[src/hdl/sorted_score_list_defines.svh]
// ----------------------------------------------------------------------------
// Assertion macros for the sorted score list
// All checks sample on the rising edge of clk and are off while rst is high.
// ----------------------------------------------------------------------------
`ifndef SORTED_SCORE_LIST_DEFINES_SVH
`define SORTED_SCORE_LIST_DEFINES_SVH

// The condition must hold at every edge.
`define SSL_ASSERT(label, expr, msg) \
  label: assert property (@(posedge clk) disable iff (rst) (expr)) else $error(msg);

// When the first condition holds, the second must hold at the next edge.
`define SSL_ASSERT_NEXT(label, ante, cons, msg) \
  label: assert property (@(posedge clk) disable iff (rst) (ante) |=> (cons)) else $error(msg);

`endif

[src/hdl/ssl_pkg.sv]
// ----------------------------------------------------------------------------
// ssl_pkg
// Widths, codes and shared types of the sorted score list.
// ----------------------------------------------------------------------------
`default_nettype none

package ssl_pkg;

  localparam int CAPACITY = 16;
  localparam int MAX_OUT  = 16;
  localparam int CNT_W    = $clog2(CAPACITY + 1);
  localparam int IDX_W    = $clog2(CAPACITY);
  localparam int RUN_W    = $clog2(MAX_OUT);

  localparam int FUNC_W   = 3;
  localparam int ID_W     = 16;
  localparam int SCORE_W  = 16;
  localparam int STATUS_W = 2;

  // Request function codes.
  localparam logic [FUNC_W-1:0] FN_INSERT = 3'd0;
  localparam logic [FUNC_W-1:0] FN_DELETE = 3'd1;
  localparam logic [FUNC_W-1:0] FN_LIST   = 3'd2;
  localparam logic [FUNC_W-1:0] FN_LOWEST = 3'd3;
  localparam logic [FUNC_W-1:0] FN_SAME   = 3'd4;
  localparam logic [FUNC_W-1:0] FN_BACK   = 3'd5;

  // Result status codes.
  localparam logic [STATUS_W-1:0] ST_OK   = 2'd0;
  localparam logic [STATUS_W-1:0] ST_MISS = 2'd1;
  localparam logic [STATUS_W-1:0] ST_FULL = 2'd2;
  localparam logic [STATUS_W-1:0] ST_NONE = 2'd3;

  typedef struct packed {
    logic        [ID_W-1:0]    id;
    logic signed [SCORE_W-1:0] score;
  } entry_t;

  // Command broadcast from the controller to every cell.
  typedef struct packed {
    logic capture;  // register compare flags against the key
    logic ins;      // open a slot and store the key
    logic del;      // close the slot of the first id match
  } cell_cmd_t;

endpackage

`default_nettype wire

[src/hdl/ssl_if.sv]
// ----------------------------------------------------------------------------
// ssl_req_if / ssl_res_if
// Valid/ready channels for requests and results of the sorted score list.
// ----------------------------------------------------------------------------
`default_nettype none

interface ssl_req_if;
  import ssl_pkg::*;

  logic                      valid;
  logic                      ready;
  logic        [FUNC_W-1:0]  func;
  logic        [ID_W-1:0]    player_id;
  logic signed [SCORE_W-1:0] score_value;

  modport source (output valid, func, player_id, score_value, input ready);
  modport sink   (input valid, func, player_id, score_value, output ready);
endinterface

interface ssl_res_if;
  import ssl_pkg::*;

  logic                      valid;
  logic                      ready;
  logic        [STATUS_W-1:0] status;
  logic        [ID_W-1:0]     out_id;
  logic signed [SCORE_W-1:0]  out_score;
  logic                       last;

  modport source (output valid, status, out_id, out_score, last, input ready);
  modport sink   (input valid, status, out_id, out_score, last, output ready);
endinterface

`default_nettype wire

[src/hdl/ssl_cell.sv]
// ----------------------------------------------------------------------------
// ssl_cell
// One slot of the list: holds an entry, compares it to the key and shifts.
// ----------------------------------------------------------------------------
`default_nettype none

module ssl_cell (
  input  wire                clk,
  input  wire                rst,
  input  wire                occ,
  input  ssl_pkg::cell_cmd_t cmd,
  input  ssl_pkg::entry_t    key,
  input  ssl_pkg::entry_t    left_ent,
  input  ssl_pkg::entry_t    right_ent,
  input  wire                left_lt,
  input  wire                left_seen,
  output ssl_pkg::entry_t    ent,
  output logic               lt,
  output logic               seen,
  output logic               first,
  output logic               eq
);
  import ssl_pkg::*;

  logic idm;

  // A match at or before this slot means the slot pulls from the right on delete.
  assign seen  = left_seen | idm;
  assign first = idm & ~left_seen;

  always_ff @(posedge clk) begin
    if (rst) begin
      lt  <= 1'b0;
      idm <= 1'b0;
      eq  <= 1'b0;
    end else if (cmd.capture) begin
      lt  <= occ && ($signed(ent.score) < $signed(key.score));
      idm <= occ && (ent.id == key.id);
      eq  <= occ && (ent.score == key.score);
    end
  end

  // Slots below the insert point hold; the insert point takes the key and
  // everything above it moves up by one.
  always_ff @(posedge clk) begin
    if (cmd.ins && !lt) begin
      ent <= left_lt ? key : left_ent;
    end else if (cmd.del && seen) begin
      ent <= right_ent;
    end
  end

endmodule

`default_nettype wire

[src/hdl/ssl_chain.sv]
// ----------------------------------------------------------------------------
// ssl_chain
// The row of cells, with neighbor links for shifting and the first-match scan.
// ----------------------------------------------------------------------------
`default_nettype none

module ssl_chain (
  input  wire                        clk,
  input  wire                        rst,
  input  wire [ssl_pkg::CNT_W-1:0]   count,
  input  ssl_pkg::cell_cmd_t         cmd,
  input  ssl_pkg::entry_t            key,
  output ssl_pkg::entry_t            ents [ssl_pkg::CAPACITY],
  output logic [ssl_pkg::CAPACITY-1:0] first,
  output logic [ssl_pkg::CAPACITY-1:0] eq,
  output logic                       found
);
  import ssl_pkg::*;

  logic [CAPACITY-1:0] lt;
  logic [CAPACITY-1:0] seen;

  assign found = seen[CAPACITY-1];

  for (genvar i = 0; i < CAPACITY; i++) begin : g_cell
    entry_t left_ent;
    entry_t right_ent;
    logic   left_lt;
    logic   left_seen;
    logic   occ;

    assign occ = (count > CNT_W'(i));

    if (i == 0) begin : g_head
      assign left_ent  = key;
      assign left_lt   = 1'b1;
      assign left_seen = 1'b0;
    end else begin : g_body
      assign left_ent  = ents[i-1];
      assign left_lt   = lt[i-1];
      assign left_seen = seen[i-1];
    end

    if (i == CAPACITY - 1) begin : g_tail
      assign right_ent = ents[i];
    end else begin : g_inner
      assign right_ent = ents[i+1];
    end

    ssl_cell u_cell (
      .clk       (clk),
      .rst       (rst),
      .occ       (occ),
      .cmd       (cmd),
      .key       (key),
      .left_ent  (left_ent),
      .right_ent (right_ent),
      .left_lt   (left_lt),
      .left_seen (left_seen),
      .ent       (ents[i]),
      .lt        (lt[i]),
      .seen      (seen[i]),
      .first     (first[i]),
      .eq        (eq[i])
    );
  end

endmodule

`default_nettype wire

[src/hdl/sorted_score_list.sv]
// ----------------------------------------------------------------------------
// sorted_score_list
// Bounded list of (id, score) entries kept in ascending score order.
//
// Requests are taken one at a time. While a request is accepted, all cells
// compare their entry to the request key; in the next cycle the request is
// in execute. Insert, delete, lowest and every status-only answer are
// delivered from execute. List all, same score and backward runs then read
// one cell per cycle through a single read port on the chain, while the
// output register is free: list all and backward give one result per cycle,
// and same score walks one cell per cycle from the lowest entry up to its
// last match. A result waits in an output register, and the run pauses
// while that register is held by the consumer.
// ----------------------------------------------------------------------------
`default_nettype none

`include "sorted_score_list_defines.svh"

module sorted_score_list (
  input wire         clk,
  input wire         rst,
  ssl_req_if.sink    req,
  ssl_res_if.source  res
);
  import ssl_pkg::*;

  typedef enum logic [1:0] {
    S_IDLE,
    S_EXEC,
    S_RUN
  } state_t;

  // Control state.
  state_t             state, state_next;
  logic [CNT_W-1:0]   count, count_next;
  logic [IDX_W-1:0]   rd_idx, rd_idx_next;
  logic [RUN_W-1:0]   n_out, n_out_next;

  // Latched request.
  logic [FUNC_W-1:0]         func_r;
  logic [ID_W-1:0]           id_r;
  logic signed [SCORE_W-1:0] score_r;

  // Output register.
  logic                      oval;
  logic [STATUS_W-1:0]       ostatus;
  logic [ID_W-1:0]           oid;
  logic signed [SCORE_W-1:0] oscore;
  logic                      olast;

  // Result being produced in this cycle.
  logic                      emit;
  logic [STATUS_W-1:0]       e_status;
  logic [ID_W-1:0]           e_id;
  logic signed [SCORE_W-1:0] e_score;
  logic                      e_last;

  // Chain connections.
  cell_cmd_t            cmd;
  entry_t               key;
  entry_t               ents [CAPACITY];
  logic [CAPACITY-1:0]  first;
  logic [CAPACITY-1:0]  eq;
  logic                 found;

  logic [IDX_W-1:0]     pos;
  logic [IDX_W-1:0]     rd_addr;
  entry_t               rd_ent;
  logic [CAPACITY-1:0]  above;
  logic                 more_eq;
  logic                 out_free;
  logic                 accept;
  logic                 cap_hit;
  logic                 full_reject;

  assign req.ready = (state == S_IDLE);
  assign accept    = req.valid && req.ready;
  assign out_free  = !oval || res.ready;
  assign cap_hit   = (n_out == RUN_W'(MAX_OUT - 1));

  // An insert that is turned away because every cell is taken.
  assign full_reject = emit && (func_r == FN_INSERT) && (e_status == ST_FULL);

  assign res.valid     = oval;
  assign res.status    = ostatus;
  assign res.out_id    = oid;
  assign res.out_score = oscore;
  assign res.last      = olast;

  // While idle the cells compare against the incoming request; afterwards
  // they see the latched one, which is also the entry an insert stores.
  always_comb begin
    if (state == S_IDLE) begin
      key.id    = req.player_id;
      key.score = req.score_value;
    end else begin
      key.id    = id_r;
      key.score = score_r;
    end
  end

  ssl_chain u_chain (
    .clk   (clk),
    .rst   (rst),
    .count (count),
    .cmd   (cmd),
    .key   (key),
    .ents  (ents),
    .first (first),
    .eq    (eq),
    .found (found)
  );

  // Index of the first id match; the first vector has at most one bit set.
  always_comb begin
    pos = '0;
    for (int i = 0; i < CAPACITY; i++) begin
      if (first[i]) begin
        pos = pos | IDX_W'(i);
      end
    end
  end

  // Is there another score match above the cell being read?
  always_comb begin
    for (int i = 0; i < CAPACITY; i++) begin
      above[i] = (i > int'(rd_idx));
    end
    more_eq = |(eq & above);
  end

  assign rd_ent = ents[rd_addr];

  always_comb begin
    state_next  = state;
    count_next  = count;
    rd_idx_next = rd_idx;
    n_out_next  = n_out;
    emit        = 1'b0;
    e_status    = ST_OK;
    e_id        = '0;
    e_score     = '0;
    e_last      = 1'b1;
    cmd         = '0;
    cmd.capture = accept;
    rd_addr     = rd_idx;

    case (state)
      S_IDLE: begin
        if (accept) begin
          state_next = S_EXEC;
        end
      end

      S_EXEC: begin
        rd_addr = (func_r == FN_DELETE) ? pos : '0;
        case (func_r)
          FN_INSERT: begin
            if (out_free) begin
              emit       = 1'b1;
              state_next = S_IDLE;
              if (count == CNT_W'(CAPACITY)) begin
                e_status = ST_FULL;
              end else begin
                e_id       = id_r;
                e_score    = score_r;
                cmd.ins    = 1'b1;
                count_next = count + CNT_W'(1);
              end
            end
          end

          FN_DELETE: begin
            if (out_free) begin
              emit       = 1'b1;
              state_next = S_IDLE;
              if (found) begin
                e_id       = rd_ent.id;
                e_score    = rd_ent.score;
                cmd.del    = 1'b1;
                count_next = count - CNT_W'(1);
              end else begin
                e_status = ST_MISS;
              end
            end
          end

          FN_LIST: begin
            if (count == '0) begin
              if (out_free) begin
                emit       = 1'b1;
                e_status   = ST_NONE;
                state_next = S_IDLE;
              end
            end else begin
              rd_idx_next = '0;
              n_out_next  = '0;
              state_next  = S_RUN;
            end
          end

          FN_LOWEST: begin
            if (out_free) begin
              emit       = 1'b1;
              state_next = S_IDLE;
              if (count == '0) begin
                e_status = ST_NONE;
              end else begin
                e_id    = rd_ent.id;
                e_score = rd_ent.score;
              end
            end
          end

          FN_SAME: begin
            if (eq == '0) begin
              if (out_free) begin
                emit       = 1'b1;
                e_status   = ST_NONE;
                state_next = S_IDLE;
              end
            end else begin
              rd_idx_next = '0;
              n_out_next  = '0;
              state_next  = S_RUN;
            end
          end

          FN_BACK: begin
            if (!found || pos == '0) begin
              // Unknown id, or the id already sits at the lowest place.
              if (out_free) begin
                emit       = 1'b1;
                e_status   = found ? ST_NONE : ST_MISS;
                state_next = S_IDLE;
              end
            end else begin
              rd_idx_next = pos - IDX_W'(1);
              n_out_next  = '0;
              state_next  = S_RUN;
            end
          end

          default: begin
            // Unused codes give no result.
            state_next = S_IDLE;
          end
        endcase
      end

      S_RUN: begin
        case (func_r)
          FN_SAME: begin
            if (!eq[rd_idx]) begin
              rd_idx_next = rd_idx + IDX_W'(1);
            end else if (out_free) begin
              emit   = 1'b1;
              e_last = !more_eq || cap_hit;
            end
          end

          FN_BACK: begin
            if (out_free) begin
              emit   = 1'b1;
              e_last = (rd_idx == '0) || cap_hit;
            end
          end

          default: begin
            if (out_free) begin
              emit   = 1'b1;
              e_last = (CNT_W'(rd_idx) == count - CNT_W'(1)) || cap_hit;
            end
          end
        endcase

        if (emit) begin
          e_id    = rd_ent.id;
          e_score = rd_ent.score;
          if (e_last) begin
            state_next = S_IDLE;
          end else begin
            n_out_next  = n_out + RUN_W'(1);
            rd_idx_next = (func_r == FN_BACK) ? rd_idx - IDX_W'(1)
                                              : rd_idx + IDX_W'(1);
          end
        end
      end

      default: begin
        state_next = S_IDLE;
      end
    endcase
  end

  always_ff @(posedge clk) begin
    if (rst) begin
      state  <= S_IDLE;
      count  <= '0;
      rd_idx <= '0;
      n_out  <= '0;
      oval   <= 1'b0;
    end else begin
      state  <= state_next;
      count  <= count_next;
      rd_idx <= rd_idx_next;
      n_out  <= n_out_next;

      if (emit) begin
        oval <= 1'b1;
      end else if (res.ready) begin
        oval <= 1'b0;
      end
    end

    if (accept) begin
      func_r  <= req.func;
      id_r    <= req.player_id;
      score_r <= req.score_value;
    end

    if (emit) begin
      ostatus <= e_status;
      oid     <= e_id;
      oscore  <= e_score;
      olast   <= e_last;
    end
  end

  // The list never holds more entries than it has cells.
  `SSL_ASSERT(a_count_bound, count <= CNT_W'(CAPACITY), "entry count above capacity")
  // A new result is only produced when the output register can take it.
  `SSL_ASSERT(a_emit_free, !emit || !oval || res.ready, "pending result overwritten")
  // Every status-only result closes its run.
  `SSL_ASSERT(a_status_last, !oval || ostatus == ST_OK || olast, "status result without last")
  // An insert into a full list must leave the count alone.
  `SSL_ASSERT_NEXT(a_full_stable, full_reject, $stable(count), "full insert changed count")

endmodule

`default_nettype wire
[src/flat_wrapper.sv]
// flat-port wrapper written by rule: the top's interface ports become plain ports
module sorted_score_list_flat import ssl_pkg::*;
  (clk, rst, req_valid, req_func, req_player_id, req_score_value, req_ready, res_valid, res_status, res_out_id, res_out_score, res_last, res_ready);
  ssl_req_if req_i ();
  ssl_res_if res_i ();
  input wire clk;
  input wire rst;
  input wire logic [$bits(req_i.valid)-1:0] req_valid;
  input wire logic [$bits(req_i.func)-1:0] req_func;
  input wire logic [$bits(req_i.player_id)-1:0] req_player_id;
  input wire logic [$bits(req_i.score_value)-1:0] req_score_value;
  output wire logic [$bits(req_i.ready)-1:0] req_ready;
  output wire logic [$bits(res_i.valid)-1:0] res_valid;
  output wire logic [$bits(res_i.status)-1:0] res_status;
  output wire logic [$bits(res_i.out_id)-1:0] res_out_id;
  output wire logic [$bits(res_i.out_score)-1:0] res_out_score;
  output wire logic [$bits(res_i.last)-1:0] res_last;
  input wire logic [$bits(res_i.ready)-1:0] res_ready;
  assign req_i.valid = req_valid;
  assign req_i.func = req_func;
  assign req_i.player_id = req_player_id;
  assign req_i.score_value = req_score_value;
  assign req_ready = req_i.ready;
  assign res_valid = res_i.valid;
  assign res_status = res_i.status;
  assign res_out_id = res_i.out_id;
  assign res_out_score = res_i.out_score;
  assign res_last = res_i.last;
  assign res_i.ready = res_ready;
  sorted_score_list u_core (.clk(clk), .rst(rst), .req(req_i), .res(res_i));
endmodule
[config.mk]
export PLATFORM = sky130hd
export DESIGN_NAME = sorted_score_list_flat
export DESIGN_NICKNAME = d
export VERILOG_FILES = /design/src/hdl/ssl_pkg.sv /design/src/hdl/ssl_if.sv /design/src/hdl/ssl_cell.sv /design/src/hdl/ssl_chain.sv /design/src/hdl/sorted_score_list.sv /design/src/flat_wrapper.sv
export VERILOG_INCLUDE_DIRS = /design/src /design/src/hdl
export SDC_FILE = /design/constraint.sdc
export NUM_CORES = 2
export LEC_CHECK = 0
export ABC_AREA = 1
export BUFFER_PORTS_ARGS = -buffer_cell sky130_fd_sc_hd__buf_2
export CORE_ASPECT_RATIO = 0.8
export CORE_UTILIZATION = 25
export DETAILED_ROUTE_END_ITERATION = 10
export GPL_ROUTABILITY_DRIVEN = 0
export GPL_TIMING_DRIVEN = 0
export PLACE_DENSITY_LB_ADDON = 0.2
export SYNTH_ARGS = -nofsm -noshare
export SYNTH_HDL_FRONTEND = slang
export SYNTH_HIERARCHICAL = 1
export SYNTH_SLANG_ARGS = --single-unit
[constraint.sdc]
create_clock -name clk -period 13.6 [get_ports clk]
set_clock_uncertainty 0.1 [all_clocks]
set_input_delay 2.72 -clock clk [delete_from_list [all_inputs] [get_ports clk]]
set_output_delay 2.72 -clock clk [all_outputs]
set_load 0.03 [all_outputs]
* Word level (Yosys, flattened, before mapping)
Cells that the tools add are included.
** Word-level totals
- Output and inout bits :: 37
- Logic and storage cells :: 534
- Register bits after elaboration :: 646
** Operators by class
- Reductions and logical operators :: 134
- Add/subtract/negate cells :: 6
- Bitwise gates (word level) :: 47
- Equality and inequality tests :: 54
- Magnitude comparators :: 49
- Multiplexer cells :: 152
** Operator list (number)
- 32-bit two-way mux :: 48
- 16-bit equality test :: 32
- 16-bit < comparator :: 16
- 16-bit two-way mux :: 14
- 32-bit binary-select mux with 4-bit select :: 1
- 16-bit one-hot mux with 3 select lines :: 2
- 4-bit two-way mux :: 21
- 1-bit logical AND :: 80
- 16-bit one-hot mux with 2 select lines :: 2
- 2-bit two-way mux :: 21
- 5-bit by 4-bit greater-than comparator with 1-bit output (second input constant) :: 8
- 2-bit nonzero test :: 18
- 4-bit greater-than comparator (first input constant) :: 8
- 4-bit one-hot mux with 3 select lines :: 2
- 1-bit two-way mux :: 23
- 5-bit by 3-bit greater-than comparator with 1-bit output (second input constant) :: 4
- 5-bit two-way mux :: 4
- 1-bit zero test :: 19
- 16-bit AND :: 1
- 3-bit by 4-bit greater-than comparator with 1-bit output (first input constant) :: 4
- 16-bit zero test :: 1
- 4-bit one-hot mux with 2 select lines :: 2
- 16-bit OR reduction :: 1
- 1-bit AND :: 15
- other kinds (43) :: 95

* Depth between registers and ports, before layout
- Word-level depth :: 27
- Mapped depth :: 30

* By module
The synthesis kept the hierarchy.
** Modules (own cells, without submodules)
- ssl_cell (u_core.u_chain.g_cell[10].u_cell ...) :: area each 2389.8 um^2, times used 15, cells an instance 305, seq. area each 1021.0 um^2
- sorted_score_list :: area each 10336.2 um^2, times used 1, cells an instance 1802, seq. area each 2422.3 um^2
- ssl_cell (u_core.u_chain.g_cell[0].u_cell) :: area each 2396.0 um^2, times used 1, cells an instance 312, seq. area each 1021.0 um^2
- ssl_chain :: area each 141.4 um^2, times used 1, cells an instance 31, seq. area each 0.0 um^2

* Least setup slack after synthesis
No wires, ideal clock.
- Kind :: register to register
- Start point :: register u_core.u_chain.g_cell[0].u_cell.idm
- End point :: register u_core.olast, in the netlist u_core/res.last (enable)
- Data required time :: 13.084 ns
- Period minus slack after synthesis :: 6.736 ns
- Setup slack :: 6.864 ns
- Setup time :: 0.416 ns
- Arrival time :: 6.220 ns
- Stages on the path, launching flop included :: 31
- Cell sequence :: dfxtp_1 > or2_2 > or2_2 > or2_2 > or2_2 > or2_2 > or2_2 > or2_2 > or2_2 > or2_2 > or2_2 > or2_2 > or2_2 > or2_2 > or2_2 > or2_2 > nor2_1 > inv_1 > nand2_1 > nor2_1 > nand2_1 > inv_1 > ha_1 > nand3_1 > a21boi_0 > nor2_1 > inv_1 > o21ai_0 > nand2_1 > nand2_1 > inv_1
** On the way
- Longest elaborated chain between the ends :: 22
- Elaborated cells between the ends (all ways) :: 66
- Classes of those cells :: 18 x mux; 45 x bitwise; 3 x reduce/logical
** Ends and longest elaborated chain
- start: declaration :: line ssl_cell.sv:25 : logic idm;
- start signal: assignment :: line ssl_cell.sv:38 : idm <= occ && (ent.id == key.id);
- 1-bit OR :: line ssl_cell.sv:28 : assign seen = left_seen | idm;
- named net u_core.u_chain.g_cell[2].left_seen :: line ssl_chain.sv:29 : logic left_seen;
- 1-bit OR :: line ssl_cell.sv:28
- named net u_core.u_chain.g_cell[3].left_seen :: line ssl_chain.sv:29
- 1-bit OR :: line ssl_cell.sv:28
- named net u_core.u_chain.g_cell[4].left_seen :: line ssl_chain.sv:29
- 1-bit OR :: line ssl_cell.sv:28
- named net u_core.u_chain.g_cell[5].left_seen :: line ssl_chain.sv:29
- (+1 left out)
- named net u_core.u_chain.g_cell[6].left_seen :: line ssl_chain.sv:29
- (+1 left out)
- named net u_core.u_chain.g_cell[7].left_seen :: line ssl_chain.sv:29
- (+1 left out)
- named net u_core.u_chain.g_cell[8].left_seen :: line ssl_chain.sv:29
- (+1 left out)
- named net u_core.u_chain.g_cell[9].left_seen :: line ssl_chain.sv:29
- (+1 left out)
- named net u_core.u_chain.g_cell[10].left_seen :: line ssl_chain.sv:29
- (+1 left out)
- named net u_core.u_chain.g_cell[11].left_seen :: line ssl_chain.sv:29
- (+1 left out)
- named net u_core.u_chain.g_cell[12].left_seen :: line ssl_chain.sv:29
- (+1 left out)
- named net u_core.u_chain.g_cell[13].left_seen :: line ssl_chain.sv:29
- (+1 left out)
- named net u_core.u_chain.g_cell[14].left_seen :: line ssl_chain.sv:29
- (+1 left out)
- named net u_core.u_chain.g_cell[15].left_seen :: line ssl_chain.sv:29
- (+2 left out)
- named net u_core.first[15] :: line sorted_score_list.sv:62 : logic [CAPACITY-1:0] first;
- 4-bit two-way mux :: line sorted_score_list.sv:118 : if (first[i]) begin
- 4-bit zero test :: line sorted_score_list.sv:230 : if (!found || pos == '0) begin
- 1-bit logical OR :: line sorted_score_list.sv:230
- 1-bit two-way mux :: line sorted_score_list.sv:230
- 1-bit one-hot mux with 4 select lines :: line sorted_score_list.sv:157 : case (func_r)
- 1-bit one-hot mux with 2 select lines :: line sorted_score_list.sv:148 : case (state)
- named net u_core.emit :: line sorted_score_list.sv:52 : logic emit;
- end signal: assignment :: line sorted_score_list.sv:326 : olast <= e_last;
- end: declaration :: line sorted_score_list.sv:49 : logic olast;
The timed path passes the listed nets, and every way through them passes these cells.
A chain may end at the register's enable or synchronous reset.

* Worst setup path in the final report
- Start point :: register u_core.u_chain.g_cell[0].u_cell.idm
- End point :: register u_core.oscore[6], in the netlist u_core/res.out_score[6], data pin
** On the way
- Longest elaborated chain between the ends :: 27
- Elaborated cells between the ends (all ways) :: 73
- Classes of those cells :: 27 x mux; 46 x bitwise
** Ends and longest elaborated chain
- 1-bit OR (*) :: line ssl_cell.sv:28
- named net u_core.u_chain.g_cell[2].left_seen :: line ssl_chain.sv:29
- 1-bit OR (*) :: line ssl_cell.sv:28
- named net u_core.u_chain.g_cell[3].left_seen :: line ssl_chain.sv:29
- 1-bit OR (*) :: line ssl_cell.sv:28
- named net u_core.u_chain.g_cell[4].left_seen :: line ssl_chain.sv:29
- 1-bit OR (*) :: line ssl_cell.sv:28
- named net u_core.u_chain.g_cell[5].left_seen :: line ssl_chain.sv:29
- (+1 left out)
- named net u_core.u_chain.g_cell[6].left_seen :: line ssl_chain.sv:29
- (+1 left out)
- named net u_core.u_chain.g_cell[7].left_seen :: line ssl_chain.sv:29
- (+1 left out)
- named net u_core.u_chain.g_cell[8].left_seen :: line ssl_chain.sv:29
- (+1 left out)
- named net u_core.u_chain.g_cell[9].left_seen :: line ssl_chain.sv:29
- (+1 left out)
- named net u_core.u_chain.g_cell[10].left_seen :: line ssl_chain.sv:29
- (+1 left out)
- named net u_core.u_chain.g_cell[11].left_seen :: line ssl_chain.sv:29
- (+1 left out)
- named net u_core.u_chain.g_cell[12].left_seen :: line ssl_chain.sv:29
- (+1 left out)
- named net u_core.u_chain.g_cell[13].left_seen :: line ssl_chain.sv:29
- (+1 left out)
- named net u_core.u_chain.g_cell[14].left_seen :: line ssl_chain.sv:29
- (+1 left out)
- named net u_core.u_chain.g_cell[15].left_seen :: line ssl_chain.sv:29
- (+2 left out)
- named net u_core.first[15] :: line sorted_score_list.sv:62
- (+3 left out)
- 4-bit inverter with 5-bit output (implied by the code) (*) :: line sorted_score_list.sv:132 : assign rd_ent = ents[rd_addr];
- 32-bit binary-select mux with 4-bit select (*) :: line sorted_score_list.sv:132
- 32-bit two-way mux (implied by the code) (*) (2 in series) :: line sorted_score_list.sv:132
- 16-bit two-way mux (on tied branches) :: line sorted_score_list.sv:206, sorted_score_list.sv:177
- 16-bit two-way mux (on tied branches) :: line sorted_score_list.sv:203, sorted_score_list.sv:174
- 16-bit one-hot mux with 3 select lines :: line sorted_score_list.sv:157
- 16-bit one-hot mux with 2 select lines (*) :: line sorted_score_list.sv:148
- named net u_core.e_score[6] :: line sorted_score_list.sv:55 : logic signed [SCORE_W-1:0] e_score;
- end signal: assignment :: line sorted_score_list.sv:325 : oscore <= e_score;
- end: declaration :: line sorted_score_list.sv:48 : logic signed [SCORE_W-1:0] oscore;
The timed path passes the listed nets; every way through them passes the cells marked *. The select of a mux whose other input is x is not followed.

==> results.rst <==
.. list-table::
   :header-rows: 1

   * - Metric
     - Value
   * - Crit path launch
     - u_core/u_chain/g_cell[0].u_cell/idm
   * - Half-perimeter wire length of the detailed placement result
     - 188.5 mm
   * - Iteration-0 DRC count of the detailed router
     - 7582
   * - Kind of path behind the tightest hold check
     - flop to flop
   * - Total Routing Usage GR
     - 23.95%
   * - Post-DP Area
     - 53030 µm²
   * - Final-layout setup total negative slack
     - 0 ns
   * - Clock H-tree levels
     - 3
   * - Average instance area after synthesis
     - 7.251 µm²
   * - Post-layout min period
     - 9.024 ns
   * - Number of endpoints failing setup at the final stage
     - 0
   * - Total standard cell area after synthesis
     - 48710 µm²
   * - Number of antenna violations at the first check in global routing
     - 7
   * - Worst ir drop on vdd
     - 0.00009674 V
   * - Detailed-route wire length per cell
     - 25.34 µm
   * - Slowest cell on crit path
     - sky130_fd_sc_hd__a21oi_1
   * - Total power density per cell area
     - 180.2 nW/µm²
   * - Overall die height
     - 396.8 µm
   * - Placed cells
     - 9382
   * - Area of all placed cells without fillers
     - 55980 µm²
   * - Area of the placeable core
     - 193100 µm²
   * - Starting density of the core
     - 25.22%
   * - Wire length of the first global-routing pass
     - 340.5 mm
   * - Cts bufs inserted
     - 89
   * - Setup slack on the worst flop-to-flop path
     - 4.58 ns
   * - Worst stage delay on the critical path
     - 0.71 ns
   * - Standard-cell row count
     - 144
   * - Remaining antenna violation count
     - 0
   * - Total of warnings raised by yosys
     - 6
   * - Max Root-Sink Buffers
     - 3
   * - Clock tree root buffer cell
     - sky130_fd_sc_hd__clkbuf_16
   * - Aggregate routed wire length
     - 242.1 mm
   * - Max Clock Freq
     - 110.8 MHz
   * - Critical R2R Launch
     - u_core/u_chain/g_cell[0].u_cell/idm
   * - Clock-pin slew on the worst setup and hold paths
     - 0.06 ns
   * - Type of the worst setup path
     - flop to flop
   * - Area enclosed by the die boundary
     - 196600 µm²
   * - Ratio of final minimum period to clock period
     - 66.36%
   * - Vias
     - 51130
   * - Least-Margin Pin Slew
     - 1.462 ns
   * - Via count of the first global-routing pass
     - 46080
   * - Layout Cells excl Fill
     - 9552
   * - Number of setup buffers added after CTS
     - 0
   * - Count of fill cells added during filler insertion
     - 21100
   * - Detail-routed via count per cell
     - 5.353
   * - TritonCTS clock tree
     - yes
   * - Most frequent cell on the critical path
     - sky130_fd_sc_hd__or2_2
   * - Largest net degree at the start of global routing
     - 41
   * - Number of hold violations in the final report
     - 0
   * - Hold Path Origin
     - u_core/u_chain/g_cell[0].u_cell/idm
   * - Port Buf Inserts
     - 75
   * - RSZ-0062 raised after global routing
     - no
   * - Post-cts hold buffer count
     - 0
   * - Clk_lat worst skew
     - 0.73 ns
   * - Number of max-cap violations
     - 0
   * - Final-stage net count
     - 7225
   * - Count of mapped cells out of synthesis
     - 6718
   * - Remaining max-slew budget at the tightest pin
     - 2.506%
   * - Io pins
     - 76
   * - Growth of design area from synthesis to finish
     - 14.91%
   * - Horizontal die dimension
     - 495.5 µm
   * - # clock sinks
     - 646
   * - Number of search-and-repair iterations in the first detailed-routing pass
     - 7
   * - Core Util, Final
     - 28.98%
   * - Worst hold-check slack
     - 0.3724 ns
   * - Final slew viol count
     - 0
   * - Data required time of the worst path
     - 13.90 ns
   * - Startpoint Class
     - flop
   * - CP Capture Type
     - flop
   * - Grt ovf
     - 0
   * - Layout cell share with drive strength beyond 1
     - 8.883%
   * - # resized after CTS
     - 0
   * - Arrival time worst endpoint
     - 9.33 ns
   * - Leak Pwr
     - 23.53 nW
   * - Detailed-route DRC error count
     - 0
   * - Worst-path fanout max
     - 10
   * - Result of the run
     - finished, final reports clean
power breakdown:
part / leakage (nW) / switching [W] / internal, W / total (W)
clock network: 1.43 / 0.00101 / 0.00143 / 0.00245
logic: 16.3 / 0.00380 / 0.00142 / 0.00522
registers: 5.79 / 0.000118 / 0.00230 / 0.00242
final cells by class:
| cell class | count | area [µm²] | area share, % |
|---|---|---|---|
| Tap cell | 2555 | 3197 | 5.711 |
| Inverter | 658 | 2472 | 4.417 |
| Sequential cell | 646 | 18760 | 33.51 |
| Antenna cell | 6 | 15.01 | 0.02682 |
| Timing Repair Buffer | 104 | 980.9 | 1.752 |
| Clock inverter | 37 | 374.1 | 0.6683 |
| Buffer | 349 | 1490 | 2.662 |
| Multi-Input combinational cell | 5070 | 26130 | 46.69 |
| Clock buffer | 127 | 2555 | 4.564 |
flip-flops by register name, summed over array words and instances (netlist names), 2 cells and up:
| signal | count |
|---|---|
| u_core/u_chain/g_cell.u_cell/ent | 512 |
| u_core/id_r | 16 |
| u_core/res.out_id | 16 |
| u_core/res.out_score | 16 |
| u_core/score_r | 16 |
| u_core/u_chain/g_cell.u_cell/eq | 16 |
| u_core/u_chain/g_cell.u_cell/idm | 16 |
| u_core/u_chain/g_cell.u_cell/lt | 16 |
| u_core/count | 5 |
| u_core/n_out | 4 |
| u_core/rd_idx | 4 |
| u_core/func_r | 3 |
| u_core/res.status | 2 |
| u_core/state | 2 |
final timing paths:
kind	end	depth (start not counted)
worst min register to register	u_core/u_chain/g_cell[0].u_cell/idm	2
worst min-delay path	u_core/u_chain/g_cell[0].u_cell/idm	2
worst max-delay path	u_core/res.out_score[6]	26
worst max register to register	u_core/res.out_score[6]	26
placed cells by master (no fill, tap or decap), types with 17 or more instances in the layout:
cell type and n:
sky130_fd_sc_hd__xnor2_1 82, sky130_fd_sc_hd__o22ai_1 48, sky130_fd_sc_hd__buf_2 197, sky130_fd_sc_hd__nor2_2 18
sky130_fd_sc_hd__clkbuf_1 226, sky130_fd_sc_hd__edfxtp_1 582, sky130_fd_sc_hd__a21oi_1 182, sky130_fd_sc_hd__dfxtp_1 64
sky130_fd_sc_hd__nor3_1 21, sky130_fd_sc_hd__o21ai_1 627, sky130_fd_sc_hd__ha_1 268, sky130_fd_sc_hd__inv_1 599
sky130_fd_sc_hd__nand3_1 819, sky130_fd_sc_hd__or2_2 17, sky130_fd_sc_hd__clkbuf_16 93, sky130_fd_sc_hd__nand4_1 40
sky130_fd_sc_hd__buf_12 26, sky130_fd_sc_hd__buf_1 18, sky130_fd_sc_hd__inv_2 56, sky130_fd_sc_hd__a21oi_2 32
sky130_fd_sc_hd__nor2_1 733, sky130_fd_sc_hd__xor2_1 38, sky130_fd_sc_hd__nand2_2 66, sky130_fd_sc_hd__nand3_2 31
sky130_fd_sc_hd__o21ai_0 480, sky130_fd_sc_hd__nand2_1 1434
worst max-delay path, delay by kind of cell, from the launching register on:
kind	cells	cell delay, ns
AND/OR/NAND/NOR	22	6.32
AO/OA/AOI/OAI	2	0.99
buffers and inverters	2	0.96
flip-flops	1	0.31
metrics by stage:
step	setup WS, ns	power, W
final	4.576	0.01009
after detailed placement	4.819	0.007478
after floorplan	6.876	0.005373
after global routing	4.586	0.01054
after global placement	4.822	0.007306
after CTS	4.787	0.009946
per-layer routing:
metal / GRT usage [%] / part of all wire (%)
met5: 0.1970 / 0.028
met4: 8.025 / 3.5
met3: 5.806 / 12
met2: 32.92 / 39
met1: 35.72 / 45
Power figures use the tool's default switching activity.
